`config.mk`:
```
export PLATFORM = sky130hd
export DESIGN_NAME = i2c_master_single_byte_sequencer_flat
export DESIGN_NICKNAME = d
export VERILOG_FILES = /design/src/rtl/i2cms_pkg.sv /design/src/rtl/i2cms_if.sv /design/src/rtl/i2cms_front.sv /design/src/rtl/i2cms_queue.sv /design/src/rtl/i2cms_back.sv /design/src/rtl/i2c_master_single_byte_sequencer.sv /design/src/flat_wrapper.sv
export SDC_FILE = /design/constraint.sdc
export NUM_CORES = 1
export LEC_CHECK = 0
export ABC_CLOCK_PERIOD_IN_PS = 5000
export BUFFER_PORTS_ARGS = -buffer_cell sky130_fd_sc_hd__buf_2
export CAP_MARGIN = 5
export CORE_UTILIZATION = 55
export DETAILED_ROUTE_END_ITERATION = 12
export GPL_TIMING_DRIVEN = 0
export HOLD_SLACK_MARGIN = 0.02
export PLACE_DENSITY = 0.77
export SLEW_MARGIN = 20
export SYNTH_ARGS = -nofsm -noshare
export SYNTH_HDL_FRONTEND = slang
export SYNTH_HIERARCHICAL = 1
export SYNTH_SLANG_ARGS = --single-unit
```
`constraint.sdc`:
```
create_clock -name clk -period 5 [get_ports clk]
set_input_delay 0.25 -clock clk [delete_from_list [all_inputs] [get_ports clk]]
set_output_delay 0.25 -clock clk [all_outputs]
set_load 0.02 [all_outputs]
```
`src/rtl/i2cms_pkg.sv`:
```
// Shared types and constants of the single-byte I2C master sequencer.
// No dependencies; every other file of the block except i2cms_if.sv imports this package.
package i2cms_pkg;

	localparam int unsigned Q_DEPTH = 2;
	localparam logic [7:0] MAX_ATTEMPTS_RST = 8'd5;
	localparam logic [7:0] STATUS_MASK = 8'hF8;

	localparam logic [1:0] REQ_WRITE = 2'd0;
	localparam logic [1:0] REQ_READ  = 2'd1;
	localparam logic [1:0] REQ_EVENT = 2'd2;

	localparam logic [7:0] ST_START       = 8'h08;
	localparam logic [7:0] ST_RSTART      = 8'h10;
	localparam logic [7:0] ST_ADDR_ACK_W  = 8'h18;
	localparam logic [7:0] ST_ADDR_NACK_W = 8'h20;
	localparam logic [7:0] ST_DATA_ACK_W  = 8'h28;
	localparam logic [7:0] ST_DATA_NACK_W = 8'h30;
	localparam logic [7:0] ST_ADDR_ACK_R  = 8'h40;
	localparam logic [7:0] ST_ADDR_NACK_R = 8'h48;
	localparam logic [7:0] ST_DATA_ACK_R  = 8'h50;
	localparam logic [7:0] ST_DATA_NACK_R = 8'h58;
	localparam logic [7:0] ST_BUS_ERR     = 8'h00;

	typedef enum logic [3:0] {
		OP_NOP,
		OP_WRITE,
		OP_READ,
		OP_EV_START,
		OP_EV_RSTART,
		OP_EV_ADDR_ACK_W,
		OP_EV_RETRY,
		OP_EV_DATA_ACK_W,
		OP_EV_DATA_NACK_W,
		OP_EV_ADDR_ACK_R,
		OP_EV_DATA_NACK_R,
		OP_EV_BUS_ERR
	} op_t;

	typedef struct packed {
		op_t        op;
		logic [6:0] addr;
		logic [7:0] dat;
	} entry_t;

	typedef struct packed {
		logic       cmd_start;
		logic       cmd_stop;
		logic       clear_start;
		logic       load_valid;
		logic [7:0] load_byte;
		logic       ack_enable;
		logic       bus_busy;
		logic       done_res;
		logic       success;
		logic [7:0] read_data;
		logic       rejected;
	} res_t;

endpackage

```
`src/rtl/i2cms_if.sv`:
```
// Request and result channel interfaces of the I2C master sequencer.
// Plain valid/ready channels; no package dependency.
interface i2cms_req_if;
	logic       valid;
	logic       ready;
	logic [1:0] req_type;
	logic [6:0] target_address;
	logic [7:0] write_data;
	logic [7:0] status_code;
	logic [7:0] rx_byte;

	modport source (output valid, req_type, target_address, write_data, status_code, rx_byte,
		input ready);
	modport sink (input valid, req_type, target_address, write_data, status_code, rx_byte,
		output ready);
endinterface

interface i2cms_res_if;
	logic       valid;
	logic       ready;
	logic       cmd_start;
	logic       cmd_stop;
	logic       clear_start;
	logic       load_valid;
	logic [7:0] load_byte;
	logic       ack_enable;
	logic       bus_busy;
	logic       done_res;
	logic       success;
	logic [7:0] read_data;
	logic       rejected;

	modport source (output valid, cmd_start, cmd_stop, clear_start, load_valid, load_byte,
		ack_enable, bus_busy, done_res, success, read_data, rejected, input ready);
	modport sink (input valid, cmd_start, cmd_stop, clear_start, load_valid, load_byte,
		ack_enable, bus_busy, done_res, success, read_data, rejected, output ready);
endinterface

```
`src/rtl/i2cms_front.sv`:
```
// Front end: classifies each incoming request or bus status event into an op.
// Depends on i2cms_pkg and i2cms_req_if.
module i2cms_front
	import i2cms_pkg::*;
(
	i2cms_req_if.sink  req,
	output logic       ent_valid,
	output entry_t     ent,
	input  logic       ent_ready
);

	logic [7:0] status_m;

	assign status_m  = req.status_code & STATUS_MASK;
	assign ent_valid = req.valid;
	assign req.ready = ent_ready;

	always_comb begin
		ent.addr = req.target_address;
		ent.dat  = (req.req_type == REQ_WRITE) ? req.write_data : req.rx_byte;
		ent.op   = OP_NOP;
		case (req.req_type)
			REQ_WRITE: ent.op = OP_WRITE;
			REQ_READ:  ent.op = OP_READ;
			REQ_EVENT: begin
				case (status_m)
					ST_START:       ent.op = OP_EV_START;
					ST_RSTART:      ent.op = OP_EV_RSTART;
					ST_ADDR_ACK_W:  ent.op = OP_EV_ADDR_ACK_W;
					ST_ADDR_NACK_W: ent.op = OP_EV_RETRY;
					ST_ADDR_NACK_R: ent.op = OP_EV_RETRY;
					ST_DATA_ACK_R:  ent.op = OP_EV_RETRY;
					ST_DATA_ACK_W:  ent.op = OP_EV_DATA_ACK_W;
					ST_DATA_NACK_W: ent.op = OP_EV_DATA_NACK_W;
					ST_ADDR_ACK_R:  ent.op = OP_EV_ADDR_ACK_R;
					ST_DATA_NACK_R: ent.op = OP_EV_DATA_NACK_R;
					ST_BUS_ERR:     ent.op = OP_EV_BUS_ERR;
					default:        ent.op = OP_NOP;
				endcase
			end
			default: ent.op = OP_NOP;
		endcase
	end

endmodule

```
`src/rtl/i2cms_queue.sv`:
```
// Short FIFO of classified ops between front end and sequencer back end.
// Depends on i2cms_pkg.
module i2cms_queue
	import i2cms_pkg::*;
#(
	parameter int unsigned DEPTH = Q_DEPTH
) (
	input  logic   clk,
	input  logic   arst_n,
	input  logic   in_valid,
	output logic   in_ready,
	input  entry_t in_ent,
	output logic   out_valid,
	input  logic   out_ready,
	output entry_t out_ent
);

	localparam int unsigned PW = (DEPTH > 1) ? $clog2(DEPTH) : 1;
	localparam int unsigned CW = $clog2(DEPTH + 1);
	localparam logic [PW-1:0] LAST = PW'(DEPTH - 1);
	localparam logic [CW-1:0] FULL = CW'(DEPTH);

	entry_t        mem_q [DEPTH];
	logic [PW-1:0] wr_ptr_q;
	logic [PW-1:0] rd_ptr_q;
	logic [CW-1:0] cnt_q;
	logic          push;
	logic          pop;

	assign in_ready  = (cnt_q != FULL);
	assign out_valid = (cnt_q != '0);
	assign out_ent   = mem_q[rd_ptr_q];
	assign push      = in_valid && in_ready;
	assign pop       = out_valid && out_ready;

	always_ff @(posedge clk or negedge arst_n) begin
		if (!arst_n) begin
			wr_ptr_q <= '0;
			rd_ptr_q <= '0;
			cnt_q    <= '0;
		end else begin
			if (push) begin
				mem_q[wr_ptr_q] <= in_ent;
				wr_ptr_q <= (wr_ptr_q == LAST) ? '0 : wr_ptr_q + 1'b1;
			end
			if (pop) begin
				rd_ptr_q <= (rd_ptr_q == LAST) ? '0 : rd_ptr_q + 1'b1;
			end
			if (push && !pop) begin
				cnt_q <= cnt_q + 1'b1;
			end else if (pop && !push) begin
				cnt_q <= cnt_q - 1'b1;
			end
		end
	end

endmodule

```
`src/rtl/i2cms_back.sv`:
```
// Back end: transfer state, retry counting and command generation, with result register.
// Depends on i2cms_pkg and i2cms_res_if.
module i2cms_back
	import i2cms_pkg::*;
(
	input  logic       clk,
	input  logic       arst_n,
	input  logic       cfg_we,
	input  logic [7:0] cfg_wdata,
	input  logic       ent_valid,
	input  entry_t     ent,
	output logic       ent_ready,
	i2cms_res_if.source res
);

	typedef enum logic [2:0] {
		PH_IDLE  = 3'd0,
		PH_START = 3'd1,
		PH_ADDR  = 3'd2,
		PH_DATA  = 3'd3,
		PH_FINAL = 3'd4
	} phase_t;

	phase_t     phase_q, phase_n;
	logic       busy_q, busy_n;
	logic [7:0] cnt_q, cnt_n, cnt_inc;
	logic [7:0] addr_q, addr_n;
	logic [7:0] data_q, data_n;
	logic       acken_q, acken_n;
	logic [7:0] max_q;
	logic       res_valid_q;
	res_t       out_q, out_n;
	logic       fire;

	assign ent_ready = !res_valid_q || res.ready;
	assign fire      = ent_valid && ent_ready;
	assign cnt_inc   = (cnt_q == 8'hFF) ? cnt_q : cnt_q + 8'd1;

	always_comb begin
		phase_n = phase_q;
		busy_n  = busy_q;
		cnt_n   = cnt_q;
		addr_n  = addr_q;
		data_n  = data_q;
		acken_n = acken_q;
		out_n   = '0;
		case (ent.op)
			OP_WRITE: begin
				cnt_n  = '0;
				data_n = ent.dat;
				addr_n = {ent.addr, 1'b0};
				phase_n = PH_START;
				out_n.cmd_start = 1'b1;
			end
			OP_READ: begin
				if (busy_q) begin
					out_n.rejected = 1'b1;
				end else begin
					cnt_n  = '0;
					data_n = '0;
					addr_n = {ent.addr, 1'b1};
					phase_n = PH_START;
					out_n.cmd_start = 1'b1;
				end
			end
			OP_EV_START: begin
				busy_n  = 1'b1;
				cnt_n   = cnt_inc;
				phase_n = PH_ADDR;
				out_n.load_valid  = 1'b1;
				out_n.load_byte   = addr_q;
				out_n.clear_start = 1'b1;
			end
			OP_EV_RSTART: begin
				cnt_n = cnt_inc;
				out_n.load_valid  = 1'b1;
				out_n.load_byte   = addr_q;
				out_n.clear_start = 1'b1;
			end
			OP_EV_ADDR_ACK_W: begin
				cnt_n   = cnt_inc;
				phase_n = PH_DATA;
				out_n.load_valid = 1'b1;
				out_n.load_byte  = data_q;
			end
			OP_EV_RETRY: begin
				if (cnt_q < max_q) begin
					cnt_n = cnt_inc;
					out_n.cmd_start = 1'b1;
				end else begin
					busy_n = 1'b0;
					out_n.cmd_stop = 1'b1;
					out_n.done_res = 1'b1;
				end
			end
			OP_EV_DATA_ACK_W: begin
				cnt_n   = cnt_inc;
				phase_n = PH_FINAL;
				busy_n  = 1'b0;
				out_n.cmd_stop = 1'b1;
				out_n.done_res = 1'b1;
			end
			OP_EV_DATA_NACK_W: begin
				cnt_n   = cnt_inc;
				phase_n = PH_DATA;
				out_n.load_valid = 1'b1;
				out_n.load_byte  = data_q;
			end
			OP_EV_ADDR_ACK_R: begin
				cnt_n   = cnt_inc;
				phase_n = PH_DATA;
				acken_n = 1'b0;
			end
			OP_EV_DATA_NACK_R: begin
				cnt_n   = cnt_inc;
				data_n  = ent.dat;
				phase_n = PH_FINAL;
				busy_n  = 1'b0;
				out_n.cmd_stop = 1'b1;
				out_n.done_res = 1'b1;
			end
			OP_EV_BUS_ERR: begin
				cnt_n = cnt_inc;
				out_n.cmd_start = 1'b1;
			end
			default: begin
			end
		endcase
		out_n.success   = out_n.done_res && (phase_n == PH_FINAL);
		out_n.read_data = (out_n.success && addr_n[0]) ? data_n : '0;
		out_n.ack_enable = acken_n;
		out_n.bus_busy   = busy_n;
	end

	always_ff @(posedge clk or negedge arst_n) begin
		if (!arst_n) begin
			phase_q     <= PH_IDLE;
			busy_q      <= 1'b0;
			cnt_q       <= '0;
			addr_q      <= '0;
			data_q      <= '0;
			acken_q     <= 1'b1;
			max_q       <= MAX_ATTEMPTS_RST;
			res_valid_q <= 1'b0;
		end else begin
			if (cfg_we) begin
				max_q <= cfg_wdata;
			end
			if (fire) begin
				phase_q     <= phase_n;
				busy_q      <= busy_n;
				cnt_q       <= cnt_n;
				addr_q      <= addr_n;
				data_q      <= data_n;
				acken_q     <= acken_n;
				out_q       <= out_n;
				res_valid_q <= 1'b1;
			end else if (res.ready) begin
				res_valid_q <= 1'b0;
			end
		end
	end

	assign res.valid       = res_valid_q;
	assign res.cmd_start   = out_q.cmd_start;
	assign res.cmd_stop    = out_q.cmd_stop;
	assign res.clear_start = out_q.clear_start;
	assign res.load_valid  = out_q.load_valid;
	assign res.load_byte   = out_q.load_byte;
	assign res.ack_enable  = out_q.ack_enable;
	assign res.bus_busy    = out_q.bus_busy;
	assign res.done_res    = out_q.done_res;
	assign res.success     = out_q.success;
	assign res.read_data   = out_q.read_data;
	assign res.rejected    = out_q.rejected;

endmodule

```
`src/rtl/i2c_master_single_byte_sequencer.sv`:
```
// Single-byte I2C master sequencer. Each write request, read request or bus status event
// yields exactly one result with start/stop/load commands, ack enable, bus busy and,
// when the bus is freed, completion, success and read data. One item is accepted per
// clock while the op queue has room; each item passes through the op queue and then the
// result register, and the Q_DEPTH-entry op queue lets requests keep flowing for that
// many items while results are stalled. max_attempts is written through cfg_we.
module i2c_master_single_byte_sequencer
	import i2cms_pkg::*;
#(
	parameter int unsigned QDEPTH = Q_DEPTH
) (
	input  logic       clk,
	input  logic       arst_n,
	input  logic       cfg_we,
	input  logic [7:0] cfg_wdata,
	i2cms_req_if.sink   req,
	i2cms_res_if.source res
);

	logic   f_valid, f_ready;
	entry_t f_ent;
	logic   q_valid, q_ready;
	entry_t q_ent;

	i2cms_front u_front (
		.req       (req),
		.ent_valid (f_valid),
		.ent       (f_ent),
		.ent_ready (f_ready)
	);

	i2cms_queue #(.DEPTH(QDEPTH)) u_queue (
		.clk       (clk),
		.arst_n    (arst_n),
		.in_valid  (f_valid),
		.in_ready  (f_ready),
		.in_ent    (f_ent),
		.out_valid (q_valid),
		.out_ready (q_ready),
		.out_ent   (q_ent)
	);

	i2cms_back u_back (
		.clk       (clk),
		.arst_n    (arst_n),
		.cfg_we    (cfg_we),
		.cfg_wdata (cfg_wdata),
		.ent_valid (q_valid),
		.ent       (q_ent),
		.ent_ready (q_ready),
		.res       (res)
	);

`ifndef SYNTHESIS
	a_rej_busy: assert property (@(posedge clk) disable iff (!arst_n)
		res.valid && res.rejected |-> res.bus_busy)
		else $error("rejected read without busy bus");
	a_done_free: assert property (@(posedge clk) disable iff (!arst_n)
		res.valid && res.done_res |-> !res.bus_busy && !res.load_valid)
		else $error("completion with bus still busy");
	a_rdata: assert property (@(posedge clk) disable iff (!arst_n)
		res.valid && (res.read_data != 8'd0) |-> res.success && res.done_res)
		else $error("read data outside successful completion");
	a_res_src: assert property (@(posedge clk) disable iff (!arst_n)
		$rose(res.valid) |-> $past(q_valid))
		else $error("result without queued op");
`endif

endmodule

```
`src/flat_wrapper.sv`:
```
// flat-port wrapper written by rule: the top's interface ports become plain ports
module i2c_master_single_byte_sequencer_flat import i2cms_pkg::*;
#(
	parameter int unsigned QDEPTH = Q_DEPTH
)
  (clk, arst_n, cfg_we, cfg_wdata, req_valid, req_req_type, req_target_address, req_write_data, req_status_code, req_rx_byte, req_ready, res_valid, res_cmd_start, res_cmd_stop, res_clear_start, res_load_valid, res_load_byte, res_ack_enable, res_bus_busy, res_done_res, res_success, res_read_data, res_rejected, res_ready);
  i2cms_req_if req_i ();
  i2cms_res_if res_i ();
  input  logic clk;
  input  logic arst_n;
  input  logic cfg_we;
  input  logic [7:0] cfg_wdata;
  input wire logic [$bits(req_i.valid)-1:0] req_valid;
  input wire logic [$bits(req_i.req_type)-1:0] req_req_type;
  input wire logic [$bits(req_i.target_address)-1:0] req_target_address;
  input wire logic [$bits(req_i.write_data)-1:0] req_write_data;
  input wire logic [$bits(req_i.status_code)-1:0] req_status_code;
  input wire logic [$bits(req_i.rx_byte)-1:0] req_rx_byte;
  output wire logic [$bits(req_i.ready)-1:0] req_ready;
  output wire logic [$bits(res_i.valid)-1:0] res_valid;
  output wire logic [$bits(res_i.cmd_start)-1:0] res_cmd_start;
  output wire logic [$bits(res_i.cmd_stop)-1:0] res_cmd_stop;
  output wire logic [$bits(res_i.clear_start)-1:0] res_clear_start;
  output wire logic [$bits(res_i.load_valid)-1:0] res_load_valid;
  output wire logic [$bits(res_i.load_byte)-1:0] res_load_byte;
  output wire logic [$bits(res_i.ack_enable)-1:0] res_ack_enable;
  output wire logic [$bits(res_i.bus_busy)-1:0] res_bus_busy;
  output wire logic [$bits(res_i.done_res)-1:0] res_done_res;
  output wire logic [$bits(res_i.success)-1:0] res_success;
  output wire logic [$bits(res_i.read_data)-1:0] res_read_data;
  output wire logic [$bits(res_i.rejected)-1:0] res_rejected;
  input wire logic [$bits(res_i.ready)-1:0] res_ready;
  assign req_i.valid = req_valid;
  assign req_i.req_type = req_req_type;
  assign req_i.target_address = req_target_address;
  assign req_i.write_data = req_write_data;
  assign req_i.status_code = req_status_code;
  assign req_i.rx_byte = req_rx_byte;
  assign req_ready = req_i.ready;
  assign res_valid = res_i.valid;
  assign res_cmd_start = res_i.cmd_start;
  assign res_cmd_stop = res_i.cmd_stop;
  assign res_clear_start = res_i.clear_start;
  assign res_load_valid = res_i.load_valid;
  assign res_load_byte = res_i.load_byte;
  assign res_ack_enable = res_i.ack_enable;
  assign res_bus_busy = res_i.bus_busy;
  assign res_done_res = res_i.done_res;
  assign res_success = res_i.success;
  assign res_read_data = res_i.read_data;
  assign res_rejected = res_i.rejected;
  assign res_i.ready = res_ready;
  i2c_master_single_byte_sequencer #(.QDEPTH(QDEPTH)) u_core (.clk(clk), .arst_n(arst_n), .cfg_we(cfg_we), .cfg_wdata(cfg_wdata), .req(req_i), .res(res_i));
endmodule
```
==> results.ini, run 1 <==
[outcome]
status = finished with violations
violations = design-rule violations

[clock_tree]
clock_sinks = 104
htreeDepth = 3
path_clk_slew_ns = 0.13
cts_resized = 0
cts_tree = done
clock-root-buffer = clkbuf_8
cts_buffers = 9
cts_max_path_buffers = 2
holdBufCountCts = 0
cts_setup_buffers = 0
clkLatencyLatePin_ns = 0.38

[floorplanning]
dieArea_sq_mm = 0.00968
die_h_um = 98.4
die_w_um = 98.4
core_sq_mm = 0.00885
top_level_ports = 73
start_util_pct = 57.7
rows = 34

[layout]
final_cell_mix = buf_2, edfxtp_1, dfrtp_1
area_growth_pct = 13.8
stdcell_area_sq_mm = 0.00582
nFillCells = 653
mostFrequentLayoutCell = buf_2
layout.nets = 527
drive_above_1_share_pct = 34.6
antenna_cells = 0

[sta]
fin_skew_ns = 0.0242
fin_crit_sh_pct = 54.2
hold_viol = 0
maxSlewViolCount = 0
setup-tns-final_ns = 0
rsz0062_at_grt = no
setup_viol = 0
tightest_slew_ns = 0.903
slew_headroom_pct = 39.8
min_period_ns = 2.71
fmax_mhz = 369

[critical_path]
path_delay_family = buffers and inverters
critPathMaxFanout = 10
path_buf_inv = 4
r2r_start = u_core/u_queue/rd_ptr_q
startpoint_type = flop
r2r_slack_ns = 2.29
path_cells = buf_2 > mux2_2 > buf_4 > buf_4 > inv_1 > o32ai_1 > a221oi_1 > nand4b_4 > nor3_2
slowest_delay_ns = 0.54
worstSetupPathType = reg -> reg
end_kind = flop
critPathSlowestCell = a221oi_1
cp.required_ns = 5.14
critPathArrivalTime_ns = 2.84
cpMostUsedCell = buf_4
r2r_cells = 9
worst_r2r_endpoint = u_core/u_back/res.read_data[2]

[hold_path]
hp-class = in -> reg
hold_start = req_target_address[1]
min_to = u_core/u_queue/mem_q[0][9]
holdPathStages = 1

[placement]
dpl_cell_area_sq_mm = 0.00557
io_buffers = 61
post-dp-hpwl_mm = 6.78
gp_congestion = 0.821

[global_routing]
grt_start_max_net_pins = 46
grt_pass1_wl_mm = 16.3
first_global_vias = 3342
grt_overflow_total = 0
grt_usage_pct = 21.7
antenna_found_initial = 0

[yosys]
synth_edf_count = 62
syn_area_sq_mm = 0.00511
seq_area_frac_synth_pct = 57.1
synthCells = 396
synth.avg_cell_area_sq_um = 12.9
syn_nets = 451
synthArstFlopShare_pct = 40.4
synth-seq-cells = 104
yosysUniqueCellTypes = 66
ys.flop_type = edfxtp_1
yosysWarnings = 6

[power]
p_per_area_mw_per_mm2 = 510
finalPower_uw = 2970
power.leakage_uw = 0.00234
peakVddDrop_uv = 248

[routing]
drtPass1Iterations = 11
via_per_inst = 5.84
wl_per_cell_um = 16.5
drc = 5
drt_iter0_markers = 211
vias = 3417
wirelength_mm = 9.64
ant_nets = 0

[job]
cap_viol_max_count = 0

[power breakdown]
| part | leakage [uW] | internal (uW) | switching, uW |
|---|---|---|---|
| logic | 0.00114 | 494 | 696 |
| clock network | 0.000105 | 202 | 329 |
| registers | 0.00109 | 1130 | 112 |
| total | 0.00234 | 1830 | 1140 |
[layout make-up]
cell class | count | area [sq um] | share of cell area, %
Inverter | 20 | 75.1 | 1.29
Buffer | 27 | 170 | 2.93
Clock buffer | 9 | 124 | 2.13
Tap cell | 108 | 135 | 2.32
Multi-Input combinational cell | 245 | 1950 | 33.5
Timing Repair Buffer | 65 | 360 | 6.20
Sequential cell | 104 | 2920 | 50.2
Clock inverter | 7 | 83.8 | 1.44
[through the flow]
stage          util (%)  hold WS, ns  cells  worst slack (ns)
2_1_floorplan         -      -0.0456    396              2.64
3_3_place_gp       62.7        0.435    565              2.07
3_5_place_dp       62.9        0.437    566              2.29
4_1_cts            65.3       0.0276    582              2.29
5_1_grt            65.7       0.0250    585              2.13
6_report           65.7       0.0381    585              2.29
[worst register-to-register path: cells and delay by family, from the launching register on]
kind | cells | cell delay [ns]
buffers and inverters | 4 | 0.72
AO/OA/AOI/OAI | 2 | 0.62
AND/OR/NAND/NOR | 2 | 0.40
multiplexers | 1 | 0.38
flip-flops | 1 | 0.35
[cells by family (layout without fill, tap and decap cells)]
| family | Yosys count | after routing | share of synthesized area, % |
|---|---|---|---|
| xor gates and xnor gates | 6 | 6 | 1.03 |
| and+or+nand+nor | 99 | 99 | 11.9 |
| AOI/OAI and AO/OA | 96 | 96 | 15.3 |
| adders and majority gates | 9 | 9 | 2.20 |
| muxes | 35 | 35 | 7.71 |
| DFF | 104 | 104 | 57.1 |
| buffers and inverters | 47 | 128 | 4.80 |
[sequential cells by signal, indices dropped and copies added (netlist names), 3 cells and up]
name,count
u_core/u_back/res.load_byte,8
u_core/u_back/max_q,8
u_core/u_back/data_q,8
u_core/u_back/cnt_q,8
u_core/u_back/phase_q,3
u_core/u_back/addr_q,8
u_core/u_queue/mem_q,38
u_core/u_back/res.read_data,8
[synth_stat cells (3+ instances only)]
library cell | number | share of area, %
o21ai_0 | 14 | 1.4
nand3_1 | 8 | 0.78
nor4_1 | 3 | 0.37
xnor2_1 | 3 | 0.51
buf_2 | 7 | 0.69
nand2_1 | 25 | 1.8
xor2_1 | 3 | 0.51
clkbuf_1 | 4 | 0.29
a32o_1 | 10 | 2.0
nor2b_1 | 4 | 0.49
a21oi_1 | 8 | 0.78
ha_1 | 9 | 2.2
nand3b_1 | 3 | 0.44
or2_1 | 4 | 0.49
a22o_1 | 9 | 1.5
or3_1 | 4 | 0.49
buf_4 | 13 | 1.9
dfrtp_1 | 39 | 19
nand2b_1 | 9 | 1.1
a31oi_1 | 3 | 0.37
and3_1 | 5 | 0.61
nor3_2 | 10 | 2.0
edfxtp_1 | 62 | 36
mux2_1 | 5 | 1.1
o31ai_1 | 3 | 0.44
a22oi_1 | 14 | 2.1
mux2_2 | 30 | 6.6
nor2_1 | 11 | 0.81
nor2_2 | 3 | 0.37
o21a_1 | 3 | 0.44
dfstp_2 | 3 | 1.5
o211ai_1 | 6 | 0.88
inv_1 | 18 | 1.3
[per-layer routing]
metal | wire, um | track usage, % | share of wire [%] | up-vias
met5 | 0 | 0 | 0 | -
met4 | 130 | 8.04 | 1.3 | 0
met2 | 4460 | 34.1 | 46 | 118
met3 | 483 | 3.44 | 5.0 | 13
li1 | - | - | - | 1640
met1 | 4570 | 30.8 | 47 | 1646
[how the worst max path moves through the flow]
stage               cells after the start                              to                    start  slack (ns)
floorplan                               9  u_core/u_back/res.read_data[0]  u_core/u_queue/rd_ptr_q        2.64
global route                            9  u_core/u_back/res.read_data[3]  u_core/u_queue/rd_ptr_q        2.13
global placement                        3     u_core/u_queue/mem_q[0][14]                   arst_n        2.07
CTS                                     9  u_core/u_back/res.read_data[3]  u_core/u_queue/rd_ptr_q        2.29
finish                                  9  u_core/u_back/res.read_data[2]  u_core/u_queue/rd_ptr_q        2.29
detailed placement                      9  u_core/u_back/res.read_data[3]  u_core/u_queue/rd_ptr_q        2.29
Power figures use the tool's default switching activity.
==> run 2, diff against run 1 <==
- ABC_AREA: not set -> 1
- ABC_CLOCK_PERIOD_IN_PS: 5000 -> 2800
- clock period: 5 -> 2.8 ns (I/O delays scaled with it)
==> run 2 against run 1 <==
Compared with the run above: the flow now finishes without violations; combinational power up 89%; first-iteration DRC count decreased by 12%; critical path depth grew 5; flip-flop and latch count unchanged; sequential share of layout area is 1.7 points lower; synthesized area grew 0.54%; clock-buffer cell count rose by 1; worst setup slack got worse by 1.8 ns; total power up 83%; final cell count grew 27%; synthesized cell count grew 35%; core utilization increased by 2.0 points.
==> results.ini, run 2 <==
[floorplanning]
start_util_pct = 57.8  ; was 57.7%
rows = 34  ; unchanged
die_h_um = 98.6  ; was 98.4 um
die_w_um = 98.6  ; was 98.4 um
top_level_ports = 73  ; unchanged
dieArea_sq_mm = 0.00973  ; was 0.00968 sq mm
core_sq_mm = 0.00889  ; was 0.00885 sq mm

[global_routing]
grt_start_max_net_pins = 45  ; was 46
grt_overflow_total = 0  ; unchanged
first_global_vias = 3625  ; was 3,342
antenna_found_initial = 0  ; unchanged
grt_pass1_wl_mm = 16.6  ; was 16.3 mm
grt_usage_pct = 21.9  ; was 21.7%

[sta]
slew_headroom_pct = 33.8  ; was 39.8%
final.setup.worst_slack_ns = 0.510  ; was 2.29 ns
hold_viol = 0  ; unchanged
rsz0062_at_grt = no  ; unchanged
maxSlewViolCount = 0  ; unchanged
tightest_slew_ns = 0.992  ; was 0.903 ns
setup_viol = 0  ; unchanged
min_period_ns = 2.29  ; was 2.71 ns
fin_crit_sh_pct = 81.8  ; was 54.2%
fmax_mhz = 437  ; was 369 MHz
fin_skew_ns = 0.0118  ; was 0.0242 ns

[yosys]
yosysUniqueCellTypes = 39  ; was 66
synth_edf_count = 62  ; unchanged
synth.avg_cell_area_sq_um = 9.64  ; was 12.9 sq um
ys.flop_type = edfxtp_1  ; unchanged
ys_top_cells_by_count = nand2_1, edfxtp_1, inv_1  ; was edfxtp_1, dfrtp_1, mux2_2
synth_area_leader_cell = edfxtp_1  ; unchanged
synthTopCellsByArea = edfxtp_1, dfrtp_1, nand2_1, mux2_4, inv_1  ; was edfxtp_1, dfrtp_1, mux2_2, ha_1, a22oi_1
synth-seq-cells = 104  ; unchanged
yosysWarnings = 6  ; unchanged
syn_area_sq_mm = 0.00514  ; was 0.00511 sq mm
synthCells = 533  ; was 396
netlist.area_leader.share_pct = 36.2  ; was 36.4%
synth.most_common_cell = nand2_1  ; was edfxtp_1
syn_nets = 588  ; was 451
synthArstFlopShare_pct = 40.4  ; unchanged
seq_area_frac_synth_pct = 56.8  ; was 57.1%

[placement]
preCtsSetupSlack_ns = 0.413  ; was 2.29 ns
io_buffers = 61  ; unchanged
gp_congestion = 0.877  ; was 0.821
post-dp-hpwl_mm = 7.01  ; was 6.78 mm

[critical_path]
worst_r2r_endpoint = u_core/u_back/res.read_data[7]  ; was u_core/u_back/res.read_data[2]
end_kind = flop  ; unchanged
cp-startpoint = u_core/u_queue/rd_ptr_q  ; unchanged
critPathMaxFanout = 10  ; unchanged
worstSetupPathType = reg -> reg  ; unchanged
r2r_slack_ns = 0.51  ; was 2.29 ns
r2r_cells = 14  ; was 9
critPathArrivalTime_ns = 2.52  ; was 2.84 ns
r2r_start = u_core/u_queue/rd_ptr_q  ; unchanged
cp.required_ns = 3.03  ; was 5.14 ns
startpoint_type = flop  ; unchanged

[clock_tree]
clock-root-buffer = clkbuf_8  ; unchanged
cts_max_path_buffers = 2  ; unchanged
path_clk_slew_ns = 0.10  ; was 0.13 ns
clock_sinks = 104  ; unchanged
clkLatencyLatePin_ns = 0.37  ; was 0.38 ns
cts_tree = done  ; unchanged
cts_buffers = 9  ; unchanged
htreeDepth = 3  ; unchanged

[layout]
mostFrequentLayoutCell = nand2_1  ; was buf_2
area_growth_pct = 17.2  ; was 13.8%
antenna_cells = 0  ; unchanged
final_cell_mix = nand2_1, buf_2, edfxtp_1  ; was buf_2, edfxtp_1, dfrtp_1
largest_reg_flops = 38  ; unchanged
fin_util_pct = 67.7  ; was 65.7%
top_register = u_core/u_queue/mem_q  ; unchanged
drive_above_1_share_pct = 24.6  ; was 34.6%
layout.nets = 683  ; was 527
nFillCells = 706  ; was 653

[power]
power.leakage_uw = 0.00280  ; was 0.00234 uW
p_per_area_mw_per_mm2 = 900  ; was 510 mW/mm^2
peakVddDrop_uv = 352  ; was 248 uV

[hold_path]
hold_start = cfg_we  ; was req_target_address[1]
hp-class = in -> reg  ; unchanged
min_to = u_core/u_back/max_q[5]  ; was u_core/u_queue/mem_q[0][9]
holdPathStages = 2  ; was 1

[routing]
drt_iter0_markers = 186  ; was 211
drtPass1Iterations = 4  ; was 11
wirelength_mm = 9.76  ; was 9.64 mm
via_per_inst = 5.06  ; was 5.84
vias = 3753  ; was 3,417
ant_nets = 0  ; unchanged
drc = 0  ; was 5
wl_per_cell_um = 13.2  ; was 16.5 um

[outcome]
status = finished, final reports clean  ; was finished with violations

[job]
cap_viol_max_count = 0  ; unchanged

## run 2: cell types whose count changed after synthesis, sizes merged, moves of 11 or more
cell,previous run,this run
nand2,25,176
inv,20,61
nor2,14,45
o21ai,16,41
mux2,35,15
nand3,8,23
a22oi,14,0
nand2b,11,0
## run 2: cell type report
type	instances	area, sq um	area share (%)
timing repair buffer	84	542	9.00
tap	108	135	2.24
clock buffer	10	138	2.29
clock inverter	6	62.6	1.04
buffer	19	125	2.08
sequential	104	2920	48.4
multi-input combinational	347	1860	31.0
inverter	63	238	3.95
## run 2: logic make-up (layout without fill, tap and decap cells)
group,Yosys count,count (layout),share of synthesized area [%]
buffers and inverters,82,182,7.06
DFF,104,104,56.8
and+or+nand+nor,257,257,21.4
AOI/OAI and AO/OA,64,64,7.84
muxes,15,15,4.38
xor gates and xnor gates,2,2,0.341
adders and majority gates,9,9,2.19
## run 2: how the worst max path moves through the flow
stage,to,slack [ns]
after floorplan,u_core/u_back/res.ack_enable,0.46
after global placement,u_core/u_queue/mem_q[1][13],-0.72
after detailed placement,u_core/u_queue/mem_q[0][10],0.41
after CTS,u_core/u_queue/mem_q[0][3],0.26
after global routing,u_core/u_back/res.read_data[3],0.24
final,u_core/u_back/res.read_data[7],0.51
## run 2: metal layers
layer,vias up,part of all wire [%],GRT usage (%)
met3,12,4.4,3.19
met1,1722,47,30.4
met2,105,47,35.6
li1,1914,-,-
met5,-,0,0
met4,0,1.4,7.58
## run 2: power breakdown
group          total (uW)  internal, uW  switching [uW]
sequential           2250          2050             197
combinational        2250           795            1460
clock                 917           371             547
## run 2: timing repair
item                                   4_1_cts  5_1_grt
hold buffers                                20        0
endpoints found under the hold margin       61        0
buffers inserted                             0        0
resized for setup                            0        0
## run 2: stage by stage
| stage | setup TNS [ns] | instance area, sq um | total power, uW | hold slack [ns] | std cells |
|---|---|---|---|---|---|
| floorplan | 0 | 5140 | 3890 | -0.156 | 533 |
| global placement | -13.73 | 5580 | 4360 | 0.326 | 702 |
| detailed placement | 0 | 5620 | 4480 | 0.330 | 705 |
| CTS | 0 | 6020 | 5430 | 0.0227 | 741 |
| global route | 0 | 6020 | 5810 | 0.0478 | 741 |
| finish | 0 | 6020 | 5420 | 0.0418 | 741 |
## run 2: worst max-delay path: stages, from the launching register on
cell     delay [ns]
dfrtp_1        0.40
inv_1          0.06
buf_2          0.23
nand2_1        0.08
nand2_1        0.18
inv_2          0.08
nand2_2        0.11
nor2_1         0.09
a21oi_2        0.19
nand2_1        0.10
nor2_1         0.10
nand2_1        0.09
nor2_2         0.13
nand3_2        0.15
nor2_1         0.16
==> run 3, diff against run 2 <==
- ABC_CLOCK_PERIOD_IN_PS: 2800 -> 2180
- clock period: 2.8 -> 2.18 ns (I/O delays scaled with it)
==> run 3 against run 2 <==
Compared with the run above: combinational power rose by 63%; first-iteration DRC count rose by 17%; sequential power rose by 30%; flip-flop and latch count did not move; sequential share of layout area fell by 2.9 points; clock-buffer cell count fell by 1.
==> results.ini, run 3 (same netlist as run 2, synthesis figures left out) <==
[outcome]
status = finished, final reports clean  ; unchanged

[global_routing]
grt_start_max_net_pins = 40  ; was 45
grt_overflow_total = 0  ; unchanged
first_global_vias = 3634  ; was 3,625
antenna_found_initial = 0  ; unchanged
grt_pass1_wl_mm = 16.4  ; was 16.6 mm
grt_usage_pct = 21.8  ; was 21.9%

[sta]
fin_skew_ns = 0.0169  ; was 0.0118 ns
fmax_mhz = 472  ; was 437 MHz
fin_crit_sh_pct = 97.2  ; was 81.8%
rsz0062_at_grt = yes  ; was no
min_period_ns = 2.12  ; was 2.29 ns
tightest_slew_ns = 0.907  ; was 0.992 ns
slew_headroom_pct = 39.5  ; was 33.8%
hold_viol = 0  ; unchanged
setup_viol = 0  ; unchanged
maxSlewViolCount = 0  ; unchanged

[power]
power.leakage_uw = 0.00296  ; was 0.00280 uW
finalPower_uw = 7710  ; was 5420 uW
power_switching_uw = 3210  ; was 2200 uW
p_per_area_mw_per_mm2 = 1200  ; was 900 mW/mm^2
clkPwrFrac_pct = 14.7  ; was 16.9%
seq_power_share_pct = 37.8  ; was 41.5%
combPwrFrac_pct = 47.5  ; was 41.6%
swShare_pct = 41.7  ; was 40.6%
peakVddDrop_uv = 591  ; was 352 uV
p_int_uw = 4500  ; was 3220 uW

[clock_tree]
htreeDepth = 3  ; unchanged
path_clk_slew_ns = 0.10  ; about the same
cts_max_path_buffers = 2  ; unchanged
clock_sinks = 104  ; unchanged
clock-root-buffer = clkbuf_8  ; unchanged
cts_tree = done  ; unchanged
clkLatencyLatePin_ns = 0.38  ; was 0.37 ns
cts_buffers = 9  ; unchanged

[critical_path]
startpoint_type = flop  ; unchanged
critPathSlowestCell = dfrtp_1  ; unchanged
cp-startpoint = u_core/u_queue/rd_ptr_q  ; unchanged
slowest_delay_ns = 0.44  ; was 0.40 ns
cp.required_ns = 2.42  ; was 3.03 ns
path_cells = inv_2 > buf_8 > nand2_2 > nand2_4 > inv_2 > nand2_1 > nand2_1 > inv_1 > nor2_4 > nand3_2 > nand2_2 > nand2_1 > nor2_2 > nand3_4 > nor2_2  ; was inv_1 > buf_2 > nand2_1 > nand2_1 > inv_2 > nand2_2 > nor2_1 > a21oi_2 > nand2_1 > nor2_1 > nand2_1 > nor2_2 > nand3_2 > nor2_1
path_delay_family = simple AND/OR/NAND/NOR gates  ; unchanged
critPathMaxFanout = 8  ; was 10
r2r_start = u_core/u_queue/rd_ptr_q  ; unchanged
worstSetupPathType = reg -> reg  ; unchanged
cpMostUsedCell = nand2_1  ; unchanged
end_kind = flop  ; unchanged
critPathArrivalTime_ns = 2.36  ; was 2.52 ns
path_buf_inv = 4  ; was 3

[job]
cap_viol_max_count = 0  ; unchanged

[placement]
post-dp-hpwl_mm = 6.79  ; was 7.01 mm
placedCellCount = 702  ; was 705
io_buffers = 61  ; unchanged
gp_congestion = 0.843  ; was 0.877

[floorplanning]
core_sq_mm = 0.00889  ; unchanged
die_h_um = 98.6  ; unchanged
start_util_pct = 57.8  ; unchanged
dieArea_sq_mm = 0.00973  ; unchanged
die_w_um = 98.6  ; unchanged
top_level_ports = 73  ; unchanged
rows = 34  ; unchanged

[routing]
highest_layer = met4  ; unchanged
vias = 3993  ; was 3,753
drc = 0  ; unchanged
ant_nets = 0  ; unchanged
drt_iter0_markers = 218  ; was 186
wl_per_cell_um = 14.0  ; was 13.2 um
drtPass1Iterations = 7  ; was 4
wl_met3_um = 571  ; was 429 um
wirelength_mm = 10.7  ; was 9.76 mm
wl_met2_mm = 5.12  ; was 4.57 mm
met1_length_mm = 4.65  ; was 4.63 mm
via_per_inst = 5.25  ; was 5.06

[layout]
largest_reg_flops = 38  ; unchanged
drive_above_1_share_pct = 31.2  ; was 24.6%
nFillCells = 599  ; was 706
top_register = u_core/u_queue/mem_q  ; unchanged
area_growth_pct = 24.8  ; was 17.2%
layout.nets = 703  ; was 683
mostFrequentLayoutCell = nand2_1  ; unchanged
stdcell_count = 761  ; was 741
final_cell_mix = nand2_1, edfxtp_1, buf_2  ; was nand2_1, buf_2, edfxtp_1
antenna_cells = 0  ; unchanged

[hold_path]
hold_start = req_valid  ; was cfg_we
hp-class = in -> reg  ; unchanged

-- run 3: cell count changes in the layout (fill, tap and decap cells not counted), moves of 5 or more --
| cell | change |
|---|---|
| nor2_4 | +9 |
| inv_1 | -5 |
| nor2_1 | -10 |
| buf_4 | +17 |
| nand2_1 | -12 |
| nand2_4 | +10 |
-- run 3: routing by layer --
layer / vias to the layer above / GRT usage (%)
met5: - / 0
met4: 0 / 7.92
met3: 33 / 5.46
met2: 163 / 35.3
met1: 1848 / 28.6
li1: 1949 / -
-- run 3: final timing paths --
| kind | to | slack (ns) | cells past startpoint |
|---|---|---|---|
| worst max-delay path | u_core/u_back/res.read_data[6] | 0.06 | 15 |
| worst min-delay path | u_core/u_queue/wr_ptr_q | 0.04 | 4 |
| worst max register to register | u_core/u_back/res.read_data[6] | 0.06 | 15 |
| worst min register to register | u_core/u_back/acken_q | 0.47 | 2 |
| max in group asynchronous | u_core/u_back/res.valid | 1.57 | 3 |
| min in group asynchronous | u_core/u_back/max_q[0] | 0.35 | 2 |
-- run 3: area by class of cell --
class                      instances  area (sq um)  share of cell area, %
multi-input combinational        347          2060                   32.2
sequential                       104          2920                   45.5
clock inverter                     7          65.1                   1.02
clock buffer                       9           124                   1.93
inverter                          63           250                   3.91
timing repair buffer             104           699                   10.9
tap                              108           135                   2.11
buffer                            19           154                   2.40
-- run 3: metrics by stage --
step                      setup WS [ns]  hold slack [ns]  cell area [sq um]  util (%)  setup TNS (ns)
after floorplan                   0.230           -0.187               5140         -               0
after global placement           -0.467            0.295               5580      62.8          -12.21
after detailed placement         -0.172            0.298               5590      62.9           -9.95
after CTS                       0.00365           0.0348               6040      68.0               0
after global routing            -0.0941           0.0281               6410      72.1          -0.679
final                            0.0603           0.0405               6410      72.1               0
-- run 3: worst reg2reg max path, cell delays in order (launching register included) --
cell and delay [ns]:
dfrtp_1 0.44, inv_2 0.08, buf_8 0.13, nand2_2 0.07
nand2_4 0.09, inv_2 0.09, nand2_1 0.08, nand2_1 0.12
inv_1 0.09, nor2_4 0.13, nand3_2 0.09, nand2_2 0.09
nand2_1 0.06, nor2_2 0.16, nand3_4 0.15, nor2_2 0.14
-- run 3: power groups by stage --
stage                     sequential [uW]  clock [uW]  combinational (uW)
after global routing                 2960        1250                4000
after global placement               2910           0                2690
after detailed placement             2930           0                2800
after CTS                            2890        1160                2900
after floorplan                      3020           0                1980
final                                2920        1140                3660
-- run 3: timing repair --
action | CTS | global route
buffers inserted | 0 | 20
hold endpoints to repair | 61 | 0
pin swaps | 2 | 21
endpoints found under the setup margin | 33 | 39
hold buffers | 23 | 0
resized for setup | 9 | 62
